**src/hdl/lfu_pkg.sv**
```systemverilog
// Shared types and constants for the LFU key-value store.
package lfu_pkg;

	localparam int MAX_ENTRIES  = 16;
	localparam int COUNT_BITS   = 16;
	localparam int KEY_BITS     = 32;
	localparam int DATA_BITS    = 32;
	localparam int CAP_BITS     = 5;
	localparam int IDX_BITS     = $clog2(MAX_ENTRIES);
	localparam int FILL_BITS    = $clog2(MAX_ENTRIES + 1);
	localparam int CMP_BITS     = (FILL_BITS > CAP_BITS) ? FILL_BITS : CAP_BITS;
	localparam int S_TDATA_BITS = KEY_BITS + DATA_BITS;
	localparam int M_FIELD_BITS = 1 + DATA_BITS + 1 + KEY_BITS;
	localparam int M_TDATA_BITS = ((M_FIELD_BITS + 7) / 8) * 8;
	localparam int M_PAD_BITS   = M_TDATA_BITS - M_FIELD_BITS;

	localparam logic [CAP_BITS-1:0]   CAP_RESET = CAP_BITS'(16);
	localparam logic [COUNT_BITS-1:0] COUNT_MAX = {COUNT_BITS{1'b1}};

	localparam logic CMD_GET = 1'b0;
	localparam logic CMD_PUT = 1'b1;

	typedef logic [IDX_BITS-1:0]   idx_t;
	typedef logic [IDX_BITS-1:0]   rank_t;
	typedef logic [COUNT_BITS-1:0] count_t;
	typedef logic [FILL_BITS-1:0]  fill_t;

	typedef struct packed {
		logic [KEY_BITS-1:0]  key;
		logic [DATA_BITS-1:0] value;
		count_t               count;
	} entry_t;

	// touch: make idx most recent (ref_rank is its current rank)
	// add:   mark idx valid as the newest entry, age all others
	typedef struct packed {
		logic  touch;
		logic  add;
		idx_t  idx;
		rank_t ref_rank;
	} rank_op_t;

	typedef enum logic [3:0] {
		ST_IDLE   = 4'b0001,
		ST_SCAN   = 4'b0010,
		ST_DRAIN  = 4'b0100,
		ST_COMMIT = 4'b1000
	} state_t;

endpackage

```
**src/hdl/lfu_rank.sv**
```systemverilog
// Per-entry valid bits, recency ranks and fill count.
module lfu_rank (
	input  logic                               clk,
	input  logic                               arst_n,
	input  lfu_pkg::rank_op_t                  op,
	input  lfu_pkg::idx_t                      rd_idx,
	output logic [lfu_pkg::MAX_ENTRIES-1:0]    valid,
	output lfu_pkg::rank_t                     rank_rd,
	output lfu_pkg::fill_t                     fill,
	output lfu_pkg::idx_t                      first_free
);

	logic [lfu_pkg::MAX_ENTRIES-1:0] valid_q;
	lfu_pkg::rank_t                  rank_q [lfu_pkg::MAX_ENTRIES];
	lfu_pkg::fill_t                  fill_q;

	always_ff @(posedge clk or negedge arst_n) begin
		if (!arst_n) begin
			valid_q <= '0;
			fill_q  <= '0;
		end else if (op.add) begin
			valid_q[op.idx] <= 1'b1;
			fill_q          <= fill_q + lfu_pkg::fill_t'(1);
		end
	end

	always_ff @(posedge clk) begin
		for (int i = 0; i < lfu_pkg::MAX_ENTRIES; i++) begin
			if (op.touch) begin
				if (lfu_pkg::idx_t'(i) == op.idx)
					rank_q[i] <= '0;
				else if (valid_q[i] && rank_q[i] < op.ref_rank)
					rank_q[i] <= rank_q[i] + lfu_pkg::rank_t'(1);
			end else if (op.add) begin
				if (lfu_pkg::idx_t'(i) == op.idx)
					rank_q[i] <= '0;
				else if (valid_q[i])
					rank_q[i] <= rank_q[i] + lfu_pkg::rank_t'(1);
			end
		end
	end

	always_comb begin
		first_free = '0;
		for (int i = lfu_pkg::MAX_ENTRIES - 1; i >= 0; i--) begin
			if (!valid_q[i])
				first_free = lfu_pkg::idx_t'(i);
		end
	end

	assign valid   = valid_q;
	assign rank_rd = rank_q[rd_idx];
	assign fill    = fill_q;

endmodule

```
**src/hdl/lfu_cache_replacement.sv**
```systemverilog
// Top level: LFU key-value store with LRU tie-break, memory scan per item.
//
//  channel | dir | fields (low bit first)
//  s_*     | in  | tdata: lookup_key[31:0], write_value[63:32]; tuser: cmd
//  m_*     | out | tdata: hit, read_value, evicted, evicted_key, zero pad
//  cfg_*   | in  | capacity, written when cfg_wen is high
//
// Each item goes through accept, 16 reads of the entry memory (one per entry),
// a drain state for the last read's data, and a commit state with the write-back.
// Reset clears the valid bits and sets capacity to 16; no clearing pass.
// A result waiting on m_tready holds the commit; the next item is taken as
// soon as the previous one has committed into the output register.
module lfu_cache_replacement (
	input  logic                             clk,
	input  logic                             arst_n,
	input  logic                             s_tvalid,
	output logic                             s_tready,
	input  logic [lfu_pkg::S_TDATA_BITS-1:0] s_tdata,   // lookup_key, write_value
	input  logic                             s_tuser,   // cmd
	output logic                             m_tvalid,
	input  logic                             m_tready,
	output logic [lfu_pkg::M_TDATA_BITS-1:0] m_tdata,   // hit, read_value, evicted, evicted_key
	input  logic                             cfg_wen,
	input  logic [lfu_pkg::CAP_BITS-1:0]     cfg_wdata
);

	lfu_pkg::state_t                  state_q;
	lfu_pkg::idx_t                    addr_q;
	logic                             cmd_q;
	logic [lfu_pkg::KEY_BITS-1:0]     key_q;
	logic [lfu_pkg::DATA_BITS-1:0]    val_q;
	logic [lfu_pkg::CAP_BITS-1:0]     capacity_q;

	lfu_pkg::entry_t                  mem [lfu_pkg::MAX_ENTRIES];
	lfu_pkg::entry_t                  rd_data_s1;
	logic                             rd_vld_s1;
	lfu_pkg::idx_t                    rd_idx_s1;

	logic                             match_q;
	lfu_pkg::idx_t                    match_idx_q;
	logic [lfu_pkg::DATA_BITS-1:0]    match_val_q;
	lfu_pkg::count_t                  match_cnt_q;
	lfu_pkg::rank_t                   match_rank_q;
	logic                             vic_q;
	lfu_pkg::idx_t                    vic_idx_q;
	lfu_pkg::count_t                  vic_cnt_q;
	lfu_pkg::rank_t                   vic_rank_q;
	logic [lfu_pkg::KEY_BITS-1:0]     vic_key_q;

	logic                             m_valid_q;
	logic [lfu_pkg::M_TDATA_BITS-1:0] m_data_q;

	logic [lfu_pkg::MAX_ENTRIES-1:0]  valid;
	lfu_pkg::rank_t                   rank_rd;
	lfu_pkg::fill_t                   fill;
	lfu_pkg::idx_t                    first_free;
	lfu_pkg::rank_op_t                op;

	logic                             accept;
	logic                             go;
	logic                             cur_valid;
	logic                             cur_match;
	logic                             cur_better;
	logic [lfu_pkg::CMP_BITS-1:0]     cap_eff;
	logic [lfu_pkg::CMP_BITS-1:0]     fill_ext;
	lfu_pkg::count_t                  cnt_inc;
	logic                             mem_we;
	lfu_pkg::idx_t                    mem_waddr;
	lfu_pkg::entry_t                  mem_wdata;
	logic [lfu_pkg::DATA_BITS-1:0]    res_rd;
	logic                             res_ev;
	logic [lfu_pkg::KEY_BITS-1:0]     res_evk;

	lfu_rank u_rank (
		.clk        (clk),
		.arst_n     (arst_n),
		.op         (op),
		.rd_idx     (rd_idx_s1),
		.valid      (valid),
		.rank_rd    (rank_rd),
		.fill       (fill),
		.first_free (first_free)
	);

	assign s_tready = (state_q == lfu_pkg::ST_IDLE);
	assign accept   = s_tvalid && s_tready;
	assign go       = (state_q == lfu_pkg::ST_COMMIT) && (!m_valid_q || m_tready);

	assign cur_valid  = rd_vld_s1 && valid[rd_idx_s1];
	assign cur_match  = cur_valid && !match_q && (rd_data_s1.key == key_q);
	assign cur_better = cur_valid && (!vic_q || rd_data_s1.count < vic_cnt_q ||
		(rd_data_s1.count == vic_cnt_q && rank_rd > vic_rank_q));

	always_ff @(posedge clk or negedge arst_n) begin
		if (!arst_n)
			capacity_q <= lfu_pkg::CAP_RESET;
		else if (cfg_wen)
			capacity_q <= cfg_wdata;
	end

	always_ff @(posedge clk or negedge arst_n) begin
		if (!arst_n) begin
			state_q   <= lfu_pkg::ST_IDLE;
			rd_vld_s1 <= 1'b0;
		end else begin
			rd_vld_s1 <= (state_q == lfu_pkg::ST_SCAN);
			unique case (state_q)
				lfu_pkg::ST_IDLE: begin
					if (accept)
						state_q <= lfu_pkg::ST_SCAN;
				end
				lfu_pkg::ST_SCAN: begin
					if (addr_q == lfu_pkg::idx_t'(lfu_pkg::MAX_ENTRIES - 1))
						state_q <= lfu_pkg::ST_DRAIN;
				end
				lfu_pkg::ST_DRAIN: begin
					state_q <= lfu_pkg::ST_COMMIT;
				end
				lfu_pkg::ST_COMMIT: begin
					if (go)
						state_q <= lfu_pkg::ST_IDLE;
				end
				default: state_q <= lfu_pkg::ST_IDLE;
			endcase
		end
	end

	always_ff @(posedge clk) begin
		rd_idx_s1 <= addr_q;
		if (accept) begin
			addr_q <= '0;
			cmd_q  <= s_tuser;
			key_q  <= s_tdata[lfu_pkg::KEY_BITS-1:0];
			val_q  <= s_tdata[lfu_pkg::S_TDATA_BITS-1:lfu_pkg::KEY_BITS];
		end else if (state_q == lfu_pkg::ST_SCAN) begin
			addr_q <= addr_q + lfu_pkg::idx_t'(1);
		end
	end

	always_ff @(posedge clk or negedge arst_n) begin
		if (!arst_n) begin
			match_q <= 1'b0;
			vic_q   <= 1'b0;
		end else if (accept) begin
			match_q <= 1'b0;
			vic_q   <= 1'b0;
		end else begin
			if (cur_match)
				match_q <= 1'b1;
			if (cur_better)
				vic_q <= 1'b1;
		end
	end

	always_ff @(posedge clk) begin
		if (cur_match) begin
			match_idx_q  <= rd_idx_s1;
			match_val_q  <= rd_data_s1.value;
			match_cnt_q  <= rd_data_s1.count;
			match_rank_q <= rank_rd;
		end
		if (cur_better) begin
			vic_idx_q  <= rd_idx_s1;
			vic_cnt_q  <= rd_data_s1.count;
			vic_rank_q <= rank_rd;
			vic_key_q  <= rd_data_s1.key;
		end
	end

	always_ff @(posedge clk) begin
		if (mem_we)
			mem[mem_waddr] <= mem_wdata;
		rd_data_s1 <= mem[addr_q];
	end

	always_comb begin
		if (lfu_pkg::CMP_BITS'(capacity_q) > lfu_pkg::CMP_BITS'(lfu_pkg::MAX_ENTRIES))
			cap_eff = lfu_pkg::CMP_BITS'(lfu_pkg::MAX_ENTRIES);
		else
			cap_eff = lfu_pkg::CMP_BITS'(capacity_q);
		fill_ext = lfu_pkg::CMP_BITS'(fill);
		cnt_inc  = (match_cnt_q == lfu_pkg::COUNT_MAX) ? match_cnt_q :
			match_cnt_q + lfu_pkg::count_t'(1);

		mem_we    = 1'b0;
		mem_waddr = match_idx_q;
		mem_wdata = '{key: key_q, value: val_q, count: lfu_pkg::count_t'(1)};
		op        = '0;
		res_rd    = '1;
		res_ev    = 1'b0;
		res_evk   = '0;

		// a put to a present key changes nothing at zero capacity
		if (match_q && (cmd_q == lfu_pkg::CMD_GET || cap_eff != '0)) begin
			mem_we      = go;
			op.touch    = go;
			op.idx      = match_idx_q;
			op.ref_rank = match_rank_q;
			if (cmd_q == lfu_pkg::CMD_GET) begin
				res_rd    = match_val_q;
				mem_wdata = '{key: key_q, value: match_val_q, count: cnt_inc};
			end else begin
				mem_wdata = '{key: key_q, value: val_q, count: cnt_inc};
			end
		end else if (!match_q && cmd_q == lfu_pkg::CMD_PUT && cap_eff != '0) begin
			mem_we = go;
			if (fill_ext >= cap_eff) begin
				res_ev      = 1'b1;
				res_evk     = vic_key_q;
				mem_waddr   = vic_idx_q;
				op.touch    = go;
				op.idx      = vic_idx_q;
				op.ref_rank = vic_rank_q;
			end else begin
				mem_waddr = first_free;
				op.add    = go;
				op.idx    = first_free;
			end
		end
	end

	always_ff @(posedge clk or negedge arst_n) begin
		if (!arst_n)
			m_valid_q <= 1'b0;
		else if (go)
			m_valid_q <= 1'b1;
		else if (m_tready)
			m_valid_q <= 1'b0;
	end

	always_ff @(posedge clk) begin
		if (go)
			m_data_q <= {{lfu_pkg::M_PAD_BITS{1'b0}}, res_evk, res_ev, res_rd, match_q};
	end

	assign m_tvalid = m_valid_q;
	assign m_tdata  = m_data_q;

endmodule

```
**config.mk**
```make
export PLATFORM = sky130hd
export DESIGN_NAME = lfu_cache_replacement
export DESIGN_NICKNAME = d
export VERILOG_FILES = /design/src/hdl/lfu_pkg.sv /design/src/hdl/lfu_rank.sv /design/src/hdl/lfu_cache_replacement.sv
export SDC_FILE = /design/constraint.sdc
export NUM_CORES = 2
export LEC_CHECK = 0
export BUFFER_PORTS_ARGS = -buffer_cell sky130_fd_sc_hd__buf_2
export CAP_MARGIN = 20
export CORE_UTILIZATION = 35
export DETAILED_ROUTE_END_ITERATION = 8
export GPL_ROUTABILITY_DRIVEN = 0
export PLACE_DENSITY_LB_ADDON = 0.25
export SYNTH_ARGS = -nofsm -noshare
export SYNTH_HDL_FRONTEND = slang
export SYNTH_SLANG_ARGS = --single-unit
```
**constraint.sdc**
```tcl
create_clock -name clk -period 25.7 [get_ports clk]
set_input_delay 5.14 -clock clk [delete_from_list [all_inputs] [get_ports clk]]
set_output_delay 5.14 -clock clk [all_outputs]
set_load 0.01 [all_outputs]
```
==> results.ini <==
[worst_setup_path]
start_kind = input port
worst_r2r_path_depth = 13
r2r-start = capacity_q[4]$_DFFE_PN1P_
critPathKind = in2reg
worstSetupEndpointType = flop
cp_max_fo = 30
r2r_end = mem[9][40]$_DFFE_PP_
cp.required_ns = 26.14
r2r_setup_slack_ns = 20.01
cp_data_arrival_time_ns = 8.82

[logic_synthesis]
syn_area_mm2 = 0.06593
syn_inst = 3132
ys.warnings.count = 0
ys_async_sr_fraction = 0.01989
synth_edf_count = 1587
synth-seq-cells = 1709
syn_area_per_cell_um2 = 21.05
ys.flop_type = edfxtp_1
ys_seq_area_frac = 0.7625
synth_cell_types = 85

[timing]
tns_ns = 0
fin_crit_ns = 8.381
tightest_slew_ns = 1.216
rsz0062_at_grt = false
fin_skew_ns = 0.05010
slew_violations = 0
hold_ws_ns = 0.3976
max_freq_mhz = 119.3
relSlewSlack = 0.1896
fin_crit_sh = 0.3261
setup_ws_ns = 17.32
setup_violations = 0
hold_viol_final = 0

[clock_network]
cts_resized = 0
cts_root_buffer = clkbuf_16
ctsHoldBuffers = 0
cts_made_buffers = 178
postCtsSetupBuffers = 0
clock-sinks = 1709
clockBufferDepth = 3
cts.htree.levels = 4
path_clk_slew_ns = 0.06
cts_tree = done
insertion_delay_ns = 0.82

[drt]
top_layer = met4
dr_wl_met2_um = 74620
drt-pass1-iter-count = 7
drt-total-wl_um = 155400
post_drt_wl_per_cell_um = 25.76
vias = 31060
detail_route.iter0.violations = 2662
drtAntennaViolNets = 0
wl_met3_um = 7062
via_per_inst = 5.147
wl_met1_um = 70850
drc_errors = 0

[placed_design]
portBuffers = 142
place_area_mm2 = 0.06990
placed_cells = 5692
dp_slack_ns = 16.48
dp_hpwl_um = 89130

[layout]
fill_cells = 16450
nNetsFinal = 3553
layoutNonFillerInstCount = 6034
final_common_cell = edfxtp_1
fin_area_mm2 = 0.07572
layout_common_cells = edfxtp_1 (1587), mux4_2 (425), clkbuf_16 (181)
layout-drive-gt1-share = 0.2708
syn2layout_area_growth_pct = 14.86

[die]
design.core.area_mm2 = 0.1862
rows = 158
die-area_mm2 = 0.1901
fp.dieW_um = 436.0
start_util = 0.3540
num_io_pins = 149
die_h_um = 436.0

[grt]
antenna_found_initial = 4
grt_start_max_net_pins = 119
grt_pass1_wl_um = 227800
grt_pass1_vias = 32230
grt_overflow = 0
grtUsageTotal = 0.1640

[hold_path]
hp-start = rd_data_s1[25]$_DFF_P_
hp-class = reg2reg
hold_path_end = match_val_q[9]$_DFFE_PP_
min_delay_path_depth = 0

[run_status]
status = complete, no violations

[power_and_ir_drop]
p_per_area_mw_per_mm2 = 90.27
power_leakage_nw = 23.79
peakVddDrop_uv = 59.00

[job]
maxCapViolCount = 0

[layout make-up]
cell class	instances	area, um^2	share of cell area
Antenna cell	1	2.502	0.00003305
Clock buffer	250	4878	0.06442
Clock inverter	81	817.0	0.01079
Inverter	49	191.4	0.002528
Multi-Input combinational cell	1243	15060	0.1989
Sequential cell	1709	50290	0.6641
Tap cell	2480	3103	0.04098
Timing Repair Buffer	221	1381	0.01824
[cells in the mapped netlist, types with 4 or more instances]
library cell  count  area (um^2)
inv_1            48        180.2
o31ai_1           8        60.06
dfxtp_1          88         1762
and3_1           37        231.5
nand2_1         154        578.1
a211oi_1          7        52.55
buf_4             8        60.06
o21ai_1          13        65.06
and2_1           16        100.1
dfrtp_1          32        800.8
a21oi_1          28        140.1
nor3_1            8        40.04
xor2_1           52        455.4
nor4_1           10        62.56
edfxtp_1       1587        47660
maj3_1           10        100.1
nand4_1          14        87.58
clkbuf_1         80        300.3
a31oi_1           5        31.28
buf_2            16        80.08
o21ai_0          30        150.1
xnor2_1          29        254.0
a31o_2            9        78.83
nor2b_1          16        100.1
mux2_2            4        45.04
ha_1             76        950.9
mux4_2          425         9572
a21o_1            8        60.06
o21bai_1          5        37.54
buf_1            29        108.9
o221ai_1          7        61.31
nand3_1          33        165.2
nand2b_1         45        281.5
nor2_1          121        454.2
[registers in the layout, indices dropped and copies added (netlist names), 4 cells and up]
name           cells
vic_cnt_q         16
u_rank.valid      16
match_val_q       32
vic_rank_q         4
vic_idx_q          4
match_rank_q       4
rd_data_s1        80
key_q             32
match_cnt_q       16
u_rank.rank_q     64
rd_idx_s1          4
state_q            4
vic_key_q         32
mem             1280
addr_q             4
u_rank.fill        5
capacity_q         5
val_q             32
match_idx_q        4
m_tdata           66
[routing by layer]
metal / GRT usage / up-vias
met5: 0 / -
met4: 0.04137 / 0
met3: 0.02578 / 185
met2: 0.2614 / 725
met1: 0.2350 / 16780
li1: - / 13370
[kinds of logic after synthesis]
family          Yosys count  synth area share
flops                  1709            0.7625
simple gates            479           0.03547
mux                     432            0.1463
buf+inv                 185           0.01163
compound gates          159           0.01727
fa+ha+maj                86           0.01594
xor+xnor                 81           0.01076
other cells               1        0.00005688
[critical path, stage by stage]
cell	delay, ns
buf_2	0.08
nand2b_1	0.16
nand2b_4	0.12
nor2_1	0.21
nor2_1	0.24
nor3_1	0.27
nand3_1	0.49
nor2_4	0.90
buf_4	0.57
buf_4	0.53
[how the worst max path moves through the flow]
stage	from	to	slack, ns	cells after the start
global placement	m_tready	mem[9][41]$_DFFE_PP_	16.48	10
detailed placement	m_tready	mem[9][31]$_DFFE_PP_	16.48	10
floorplan	m_tready	mem[12][0]$_DFFE_PP_	13.46	6
global route	m_tready	mem[9][40]$_DFFE_PP_	17.10	10
finish	m_tready	mem[9][40]$_DFFE_PP_	17.32	10
CTS	m_tready	mem[9][40]$_DFFE_PP_	17.36	10
[per-stage QoR]
step	utilization	power [mW]
floorplan	-	4.049
finish	0.4066	6.836
global route	0.4066	7.088
detailed placement	0.3754	4.417
global placement	0.3753	4.413
CTS	0.4060	6.928
[power breakdown]
| part | internal (mW) | switching (mW) |
|---|---|---|
| Clock | 1.43 | 1.07 |
| Combinational | 0.454 | 0.508 |
| Sequential | 3.23 | 0.135 |
(Power assumes the default switching activity.)
